--- src/rtl/core/gsp_pkg.sv ---
`default_nettype none
package gsp_pkg;

    typedef enum logic [2:0] {
        REG_MODE        = 3'd0,
        REG_GRID_WIDTH  = 3'd1,
        REG_GRID_HEIGHT = 3'd2,
        REG_GAIN_ROWS   = 3'd3,
        REG_GAIN_COLS   = 3'd4,
        REG_DAMPING     = 3'd5,
        REG_STEP_DT     = 3'd6
    } reg_index_t;

    localparam logic        MODE_HEAT = 1'b0;
    localparam logic        MODE_WAVE = 1'b1;

    localparam logic [8:0]  RST_GRID_WIDTH  = 9'd200;
    localparam logic [8:0]  RST_GRID_HEIGHT = 9'd200;
    localparam logic [30:0] RST_GAIN_ROWS   = 31'd10630366;
    localparam logic [30:0] RST_GAIN_COLS   = 31'd10630366;
    localparam logic [31:0] RST_DAMPING     = 32'd2147268900;
    localparam logic [31:0] RST_STEP_DT     = 32'd4294967;

    typedef struct packed {
        logic        mode;
        logic [8:0]  grid_width;
        logic [8:0]  grid_height;
        logic [30:0] gain_rows;
        logic [30:0] gain_cols;
        logic [31:0] damping;
        logic [31:0] step_dt;
    } cfg_t;

    // One classified cell on its way from the front to the back.
    typedef struct packed {
        logic signed [31:0] u;
        logic signed [31:0] v;
        logic [7:0]         emit_row;
        logic [7:0]         row;
        logic [7:0]         col;
        logic               emit;
        logic               border;
        logic               last_row;
        logic               last_col;
    } cell_t;

    function automatic logic signed [31:0] sat32(input logic signed [39:0] x);
        logic signed [31:0] r;
        if (x > 40'sd2147483647) begin
            r = 32'sh7FFFFFFF;
        end else if (x < -40'sd2147483648) begin
            r = 32'sh80000000;
        end else begin
            r = x[31:0];
        end
        return r;
    endfunction

endpackage
`default_nettype wire

--- src/rtl/core/gsp_queue.sv ---
`default_nettype none
module gsp_queue (
    input  wire                 aclk,
    input  wire                 aresetn,
    input  wire                 push,
    input  gsp_pkg::cell_t      push_data,
    input  wire                 pop,
    output gsp_pkg::cell_t      pop_data,
    output logic                full,
    output logic                empty
);
    import gsp_pkg::*;

    cell_t      slot_reg [2];
    logic       wr_ptr_reg, rd_ptr_reg;
    logic [1:0] count_reg;

    assign full     = (count_reg == 2'd2);
    assign empty    = (count_reg == 2'd0);
    assign pop_data = slot_reg[rd_ptr_reg];

    always_ff @(posedge aclk) begin
        if (push) begin
            slot_reg[wr_ptr_reg] <= push_data;
        end
    end

    always_ff @(posedge aclk) begin
        if (!aresetn) begin
            wr_ptr_reg <= 1'b0;
            rd_ptr_reg <= 1'b0;
            count_reg  <= 2'd0;
        end else begin
            if (push) begin
                wr_ptr_reg <= ~wr_ptr_reg;
            end
            if (pop) begin
                rd_ptr_reg <= ~rd_ptr_reg;
            end
            count_reg <= count_reg + {1'b0, push} - {1'b0, pop};
        end
    end
endmodule
`default_nettype wire

--- config.mk ---
export PLATFORM = sky130hd
export DESIGN_NAME = gsp_queue
export DESIGN_NICKNAME = d
export VERILOG_FILES = /design/src/rtl/core/gsp_pkg.sv /design/src/rtl/core/gsp_queue.sv
export SDC_FILE = /design/constraint.sdc
export NUM_CORES = 1
export LEC_CHECK = 0
export BUFFER_PORTS_ARGS = -buffer_cell sky130_fd_sc_hd__buf_2
export CORE_ASPECT_RATIO = 0.6
export CORE_UTILIZATION = 42
export DETAILED_ROUTE_END_ITERATION = 6
export GPL_ROUTABILITY_DRIVEN = 0
export PLACE_DENSITY = 0.68
export SYNTH_ARGS = -nofsm -noshare
export SYNTH_HDL_FRONTEND = slang
export SYNTH_SLANG_ARGS = --single-unit
--- constraint.sdc ---
create_clock -name aclk -period 5.8 [get_ports aclk]
set_input_delay 1.16 -clock aclk [delete_from_list [all_inputs] [get_ports aclk]]
set_output_delay 1.16 -clock aclk [all_outputs]
set_load 0.01 [all_outputs]
==> impl_metrics.yaml <==
outcome:
  status: "finished, final reports clean"
power_and_ir_drop:
  pwr_density_cell_nw_per_um2: 338
  peakVddDrop_v: 0.000240
  power.leakage_nw: 3.51
  power_mw: 3.01
die:
  die-area_um2: 17800
  die_y_um: 104
  io_pins: 190
  row_count: 36
  start_util_pct: 43.8
  core_um2: 16600
  die_w_um: 172
global_routing:
  grt-ovfl-total: 0
  track_usage_pct: 14.9
  grt_pass1_wl_um: 19600
  grt_max_degree: 52
  antenna_found_initial: 1
  grt_pass1_vias: 3707
synthesis:
  synth.distinct_cells: 15
  synth_top_family_by_area: "multiplexers"
  synth_top_area_share_pct: 76.1
  synth_compound_area_share_pct: 0.103
  synthSimpleGateAreaFrac_pct: 0.741
  syn_avg_cell_area_um2: 23.7
  yosysTopAreaCell: "edfxtp_1"
  synth_area_um2: 7260
  muxShareOfSynthArea_pct: 18.4
  synth_fa_ha_area_share_pct: 0.345
  synthCells: 307
  synth-seq-area-share_pct: 77.5
  syn_nets: 405
  yosys_register_bits: 189
  synthTopCellsByArea: "edfxtp_1, mux2_4, buf_12"
  yosys_warnings: 0
  synth_xor_xnor_area_share_pct: 0.431
drt:
  drt_first_iter_violations: 266
  routedWlPerCell_um: 17.1
  drt-total-wl_um: 12900
  via_per_inst: 4.59
  num_vias: 3446
  firstDrtPassIters: 4
  drc_errors: 0
  ant_nets: 0
layout:
  final_cells: 751
  layout.nets: 608
  mostFrequentLayoutCell: "buf_2"
  area_growth_syn_to_layout_pct: 22.5
  postLayoutCoreUtil_pct: 53.7
  largest_reg_flops: 184
  drive_above_1_share_pct: 60.5
  final_cell_mix: "buf_2, edfxtp_1, mux2_4"
  nFillCells: 1369
  final_area_um2: 8900
setup_path:
  cp.required_ps: 4640
  worst_setup_path_start_kind: "flop"
  cp_max_fo: 51
  crit_arrival_ps: 2420
  end_kind: "output pin"
  critPathKind: "reg -> out"
sta:
  slew_headroom_pct: 36.1
  setup_tns_ps: 0
  finalSetupViolCount: 0
  fin_skew_ps: 8.17
  fmax_mhz: 279
  hold_viol_final: 0
  worst_slew_pin_slew_ps: 958
  fin_ws_ps: 2220
  fin_crit_sh_pct: 61.7
  rsz0062_at_grt: "false"
  finalCriticalPeriod_ps: 3580
  hold_ws_ps: 576
  report.final.slew_viol_count: 0
cts:
  cts_tree: "done"
  postCtsSetupRepairBufs: 0
  path_clk_slew_ps: 60
  cts_sinks: 189
  cts_buffer_depth: 2
  cts_root_buf: "clkbuf_16"
  cts_hold_buf: 0
  cts_resized: 0
  cts_buffers: 17
  htreeDepth: 4
  clk_latency_ps: 420
min_path:
  hp-class: "reg -> reg"
place:
  dp_hpwl_um: 8430
  dp_cells: 719
  dp_slack_ps: 2580
  place_area_um2: 8370
  numPortBuffers: 189
flow_run:
  cap_violations: 0
-- cell families after synthesis --
family,after synthesis
AOI/OAI and AO/OA,1
xor gates and xnor gates,2
adders and majority gates,2
buffers and inverters,12
DFF,189
muxes,92
and+or+nand+nor,9
-- where the power goes --
| part | switching (mW) | leakage [nW] | internal, mW |
|---|---|---|---|
| Clock | 0.472 | 0.250 | 0.582 |
| Sequential | 0.0375 | 1.77 | 1.58 |
| Combinational | 0.153 | 1.49 | 0.185 |
| Total | 0.663 | 3.51 | 2.35 |
-- critical path, stage by stage, from the launching register on --
cell     delay (ps)
dfxtp_4         950
buf_4           510
mux2_2          390
buf_2           140
-- cell usage after synthesis --
master	n
xor2_1	1
buf_2	1
edfxtp_1	184
dfxtp_1	5
mux2_2	12
mux2_4	80
inv_1	2
buf_6	1
and2_1	4
o21a_1	1
nor2_1	1
nor2b_1	4
xnor3_1	1
buf_12	8
ha_1	2
-- path summary, 6_finish.rpt --
check | start | end | slack (ps) | depth (start not counted)
worst max-delay path | flop | pop_data[9] | 2220 | 3
worst min-delay path | rd_ptr_reg$_SDFFE_PN0P_ | flop | 580 | 2
worst max register to register | wr_ptr_reg$_SDFFE_PN0P_ | slot_reg[1][53]$_DFFE_PP_ | 3770 | 2
worst min register to register | rd_ptr_reg$_SDFFE_PN0P_ | flop | 580 | 2
-- area by class of cell --
class                           instances  area (um^2)  share of cell area (%)
Timing Repair Buffer                  194          983                    11.0
Clock inverter                         13          100                    1.12
Sequential cell                       189         5630                    63.2
Clock buffer                           18          429                    4.82
Multi-Input combinational cell        106         1460                    16.4
Inverter                                2         7.51                  0.0843
Tap cell                              228          285                    3.20
Antenna cell                            1         2.50                  0.0281
-- per-layer routing --
layer	global-route usage (%)	up-vias	wire length [um]
met4	5.50	0	169
met1	18.9	1675	5760
li1	-	1616	-
met3	7.15	14	1370
met5	0	-	0
met2	22.3	141	5570
Power figures use the tool's default switching activity.
