==> src/rtl/core/gsp_pkg.sv <==
`default_nettype none
package gsp_pkg;

    typedef enum logic [2:0] {
        REG_MODE        = 3'd0,
        REG_GRID_WIDTH  = 3'd1,
        REG_GRID_HEIGHT = 3'd2,
        REG_GAIN_ROWS   = 3'd3,
        REG_GAIN_COLS   = 3'd4,
        REG_DAMPING     = 3'd5,
        REG_STEP_DT     = 3'd6
    } reg_index_t;

    localparam logic        MODE_HEAT = 1'b0;
    localparam logic        MODE_WAVE = 1'b1;

    localparam logic [8:0]  RST_GRID_WIDTH  = 9'd200;
    localparam logic [8:0]  RST_GRID_HEIGHT = 9'd200;
    localparam logic [30:0] RST_GAIN_ROWS   = 31'd10630366;
    localparam logic [30:0] RST_GAIN_COLS   = 31'd10630366;
    localparam logic [31:0] RST_DAMPING     = 32'd2147268900;
    localparam logic [31:0] RST_STEP_DT     = 32'd4294967;

    typedef struct packed {
        logic        mode;
        logic [8:0]  grid_width;
        logic [8:0]  grid_height;
        logic [30:0] gain_rows;
        logic [30:0] gain_cols;
        logic [31:0] damping;
        logic [31:0] step_dt;
    } cfg_t;

    // One classified cell on its way from the front to the back.
    typedef struct packed {
        logic signed [31:0] u;
        logic signed [31:0] v;
        logic [7:0]         emit_row;
        logic [7:0]         row;
        logic [7:0]         col;
        logic               emit;
        logic               border;
        logic               last_row;
        logic               last_col;
    } cell_t;

    function automatic logic signed [31:0] sat32(input logic signed [39:0] x);
        logic signed [31:0] r;
        if (x > 40'sd2147483647) begin
            r = 32'sh7FFFFFFF;
        end else if (x < -40'sd2147483648) begin
            r = 32'sh80000000;
        end else begin
            r = x[31:0];
        end
        return r;
    endfunction

endpackage
`default_nettype wire

==> src/rtl/core/gsp_front.sv <==
`default_nettype none
module gsp_front #(
    parameter int MAX_WIDTH = 256
) (
    input  wire                 aclk,
    input  wire                 aresetn,
    input  gsp_pkg::cfg_t       cfg,
    input  wire                 s_tvalid,
    input  wire                 q_full,
    input  wire  [63:0]         s_tdata,
    output logic                s_tready,
    output logic                push,
    output gsp_pkg::cell_t      entry
);
    import gsp_pkg::*;

    localparam int DW = ($clog2(MAX_WIDTH + 1) > 9) ? $clog2(MAX_WIDTH + 1) : 9;

    logic [7:0]    row_reg, col_reg;
    logic [DW-1:0] gw, w, col_ext, c_ext;
    logic [8:0]    h;
    logic [7:0]    c, e;
    logic          last_col, last_row;

    assign s_tready = !q_full;
    assign push     = s_tvalid && !q_full;

    always_comb begin
        gw = DW'(cfg.grid_width);
        if (gw < DW'(3)) begin
            w = DW'(3);
        end else if (gw > DW'(MAX_WIDTH)) begin
            w = DW'(MAX_WIDTH);
        end else begin
            w = gw;
        end
        if (cfg.grid_height < 9'd3) begin
            h = 9'd3;
        end else if (cfg.grid_height > 9'd256) begin
            h = 9'd256;
        end else begin
            h = cfg.grid_height;
        end
        col_ext  = DW'(col_reg);
        last_col = col_ext >= (w - DW'(1));
        last_row = {1'b0, row_reg} >= (h - 9'd1);
        c_ext    = (col_ext >= DW'(MAX_WIDTH)) ? DW'(MAX_WIDTH - 1) : col_ext;
        c        = c_ext[7:0];
        e        = row_reg - 8'd1;

        entry.u        = s_tdata[31:0];
        entry.v        = s_tdata[63:32];
        entry.emit_row = e;
        entry.row      = row_reg;
        entry.col      = c;
        entry.emit     = (row_reg != 8'd0);
        entry.border   = (e == 8'd0) || ({1'b0, e} >= (h - 9'd1)) || (c == 8'd0) ||
                         last_col || ((c_ext + DW'(1)) >= DW'(MAX_WIDTH));
        entry.last_row = last_row;
        entry.last_col = last_col;
    end

    always_ff @(posedge aclk) begin
        if (!aresetn) begin
            row_reg <= 8'd0;
            col_reg <= 8'd0;
        end else if (push) begin
            if (last_col) begin
                col_reg <= 8'd0;
                row_reg <= last_row ? 8'd0 : row_reg + 8'd1;
            end else begin
                col_reg <= col_reg + 8'd1;
            end
        end
    end
endmodule
`default_nettype wire

==> config.mk <==
export PLATFORM = sky130hd
export DESIGN_NAME = gsp_front
export DESIGN_NICKNAME = d
export VERILOG_FILES = /design/src/rtl/core/gsp_pkg.sv /design/src/rtl/core/gsp_front.sv
export SDC_FILE = /design/constraint.sdc
export NUM_CORES = 1
export LEC_CHECK = 0
export ABC_CLOCK_PERIOD_IN_PS = 21000
export CAP_MARGIN = 0
export CORE_AREA = 5 5 115 117
export CTS_CLUSTER_DIAMETER = 200
export DETAILED_ROUTE_END_ITERATION = 8
export DIE_AREA = 0 0 120 122
export DONT_BUFFER_PORTS = 1
export GPL_ROUTABILITY_DRIVEN = 0
export PLACE_DENSITY_LB_ADDON = 0.05
export REMOVE_ABC_BUFFERS = 1
export SYNTH_ARGS = -nofsm -noshare
export SYNTH_HDL_FRONTEND = slang
export SYNTH_SLANG_ARGS = --single-unit
==> constraint.sdc <==
create_clock -name aclk -period 21 [get_ports aclk]
set_input_delay 6.3 -clock aclk [delete_from_list [all_inputs] [get_ports aclk]]
set_output_delay 6.3 -clock aclk [all_outputs]
set_load 0.01 [all_outputs]
==> flow_metrics.env <==
export IMPL_path_class="in -> out"
export IMPL_critPathArrivalTime_ps=9870
export IMPL_sw_frac_of_total=0.269
export IMPL_setup_violations=0
export IMPL_final_area_um2=2120
export IMPL_hold_buffers=0
export IMPL_fill_cells=1418
export IMPL_netlist_area_um2=2400
export IMPL_cp_slowest_cell="or4_1"
export IMPL_tritoncts="yes"
export IMPL_crit_path_cell_trace="or4_1 > nor3_2 > o21ai_0 > ha_1 > inv_1 > nor2_1 > o221ai_1 > ha_1 > a21o_1 > a2111oi_0 > o21ai_0 > and2_1 > a211o_1"
export IMPL_grt_first_pass_wirelength_mm=16.2
export IMPL_p_int_w=0.0000631
export IMPL_p_switching_w=0.0000232
export IMPL_power_frac_comb=0.196
export IMPL_multi_input_area_um2=1490
export IMPL_fin_nets=497
export IMPL_core_area_um2=12300
export IMPL_overflow=0
export IMPL_hold_path_class="reg -> reg"
export IMPL_pin_count=307
export IMPL_yosysTopAreaCell="buf_4"
export IMPL_hold_viol_final=0
export IMPL_fin_tns_setup_ps=0
export IMPL_place_area_um2=2050
export IMPL_yosysMostFrequentCell="buf_4"
export IMPL_dieArea_um2=14600
export IMPL_synth_edf_count=0
export IMPL_synth_area_leaders="buf_4 (21%), ha_1 (15%), dfxtp_1 (13%)"
export IMPL_area_growth_pct=-11.6
export IMPL_cts_inserted_buffers=3
export IMPL_dp_slack_ps=4780
export IMPL_clock_sinks=16
export IMPL_slowest_delay_ps=590
export IMPL_cts_root_buf="clkbuf_16"
export IMPL_yosysUniqueCellTypes=48
export IMPL_ys_warn_count=0
export IMPL_worst_slew_margin_rel=0.618
export IMPL_synth_main_ff_cell="dfxtp_1"
export IMPL_yosysTopAreaCellShare=0.213
export IMPL_worst_setup_path_end_kind="output pin"
export IMPL_cp_start_kind="input pin"
export IMPL_n_antenna_cell=0
export IMPL_p_clk_frac=0.441
export IMPL_clk_pin_slew_ps=50
export IMPL_seq_area_um2=320
export IMPL_synthTopCellsByCount="buf_4 (68), nand2_1 (32), ha_1 (29)"
export IMPL_firstDrtPassIters=4
export IMPL_synth_seq_cells=16
export IMPL_htreeDepth=1
export IMPL_rsz0062_at_grt="false"
export IMPL_crit_fanout=7
export IMPL_grt_total_usage=0.156
export IMPL_dp_cells=400
export IMPL_vias=1961
export IMPL_async_reset_ff_frac=0
export IMPL_ctsResizeCount=0
export IMPL_final_cells=403
export IMPL_hpwl_mm=11.0
export IMPL_layout_setup_ws_ps=4830
export IMPL_port_buffers=0
export IMPL_skew_ps=1.79
export IMPL_ant_nets=0
export IMPL_cts_buffer_depth=2
export IMPL_avgRoutedWirePerCell_um=30.6
export IMPL_outcome="completed"
export IMPL_grt_start_max_net_pins=14
export IMPL_power_frac_seq=0.362
export IMPL_worstMarginPinSlew_ps=571
export IMPL_syn_inst=327
export IMPL_maxSlewViolCount=0
export IMPL_drc=0
export IMPL_syn_avg_cell_area_um2=7.35
export IMPL_post_route_period_util=0.770
export IMPL_detail_route_iter0_violations=101
export IMPL_routed_wl_mm=12.3
export IMPL_via_per_inst=4.87
export IMPL_peakVddDrop_mv=0.0259
export IMPL_min_period_ps=16170
export IMPL_p_per_area_nw_per_um2=40.6
export IMPL_maxCapViolCount=0
export IMPL_insertion_delay_ps=250
export IMPL_chipHeight_um=122
export IMPL_antenna_found_initial=0
export IMPL_rows=41
export IMPL_required_ps=14700
export IMPL_layout_drive_gt1_share=0.0593
export IMPL_utilization=0.173
export IMPL_start_util=0.196
export IMPL_die_w_um=120
export IMPL_ys_seq_area_frac=0.133
export IMPL_fmax_ghz=0.0618
export IMPL_p_leak_nw=0.823
export IMPL_grt_pass1_vias=1940
export IMPL_post_cts_buffers=0
==> area by class of cell <==
cell class | instances | area share
Clock buffer | 3 | 0.0354
Inverter | 12 | 0.0212
Sequential cell | 16 | 0.151
Tap cell | 150 | 0.0884
Multi-Input combinational cell | 221 | 0.701
Timing Repair Buffer | 1 | 0.00354
==> cell families after synthesis <==
| logic type | Yosys count | share of synthesized area |
|---|---|---|
| and+or+nand+nor | 113 | 0.233 |
| buffers and inverters | 90 | 0.247 |
| AOI/OAI and AO/OA | 62 | 0.171 |
| adders and majority gates | 30 | 0.155 |
| DFF | 16 | 0.133 |
| xor gates and xnor gates | 14 | 0.0510 |
| muxes | 2 | 0.00833 |
==> per-layer routing <==
metal  wire (µm)  track usage  up-vias
met4         108       0.0157        0
met1        2960        0.109      854
met3        2920        0.169       10
li1            -            -      924
met5           0            0        -
met2        6330        0.290      173
==> final timing paths <==
check,startpoint,endpoint,slack [ps],cells past startpoint
max,cfg[138],entry[2],4830,13
max reg2reg,row_reg[0],row_reg[0],18240,9
min reg2reg,c[7],c[7],650,2
min,c[7],c[7],650,2
==> layout by cell type, fill, tap and decap left out, drive strengths merged, types with 2 or more instances in the layout <==
cell / instances
nor4: 2
and3: 3
and2: 3
nand4: 2
a21boi: 4
inv: 12
xnor2: 7
o31ai: 2
nor3: 10
xor2: 7
o211a: 2
nor2: 26
ha: 29
nand3: 13
nand2: 32
dfxtp: 16
a31oi: 6
or4b: 2
mux2i: 2
o21ai: 19
clkbuf: 3
or4: 5
nor2b: 5
a211o: 2
a21oi: 9
o22ai: 4
or2: 5
nand2b: 2
a21o: 2
o21a: 3
==> power groups by stage <==
stage | Sequential (W) | Combinational, W | Clock, W
after global placement | 0.0000320 | 0.0000172 | 0
final | 0.0000312 | 0.0000169 | 0.0000381
after floorplan | 0.0000317 | 0.0000130 | 0
after detailed placement | 0.0000320 | 0.0000171 | 0
after global routing | 0.0000313 | 0.0000196 | 0.0000399
after CTS | 0.0000313 | 0.0000174 | 0.0000392
==> stage by stage <==
step / hold slack, ps / power, W
2_1_floorplan: 572 / 0.0000447
3_3_place_gp: 630 / 0.0000492
3_5_place_dp: 642 / 0.0000491
4_1_cts: 650 / 0.0000878
5_1_grt: 696 / 0.0000908
6_report: 647 / 0.0000863
==> critical path, delay by kind of cell <==
| family | cells | cell delay (ps) |
|---|---|---|
| adder cells (fa/ha/maj) | 2 | 610 |
| AND/OR/NAND/NOR | 4 | 1270 |
| AO/OA/AOI/OAI | 6 | 1570 |
| buffers and inverters | 1 | 110 |
Power figures use the tool's default switching activity.
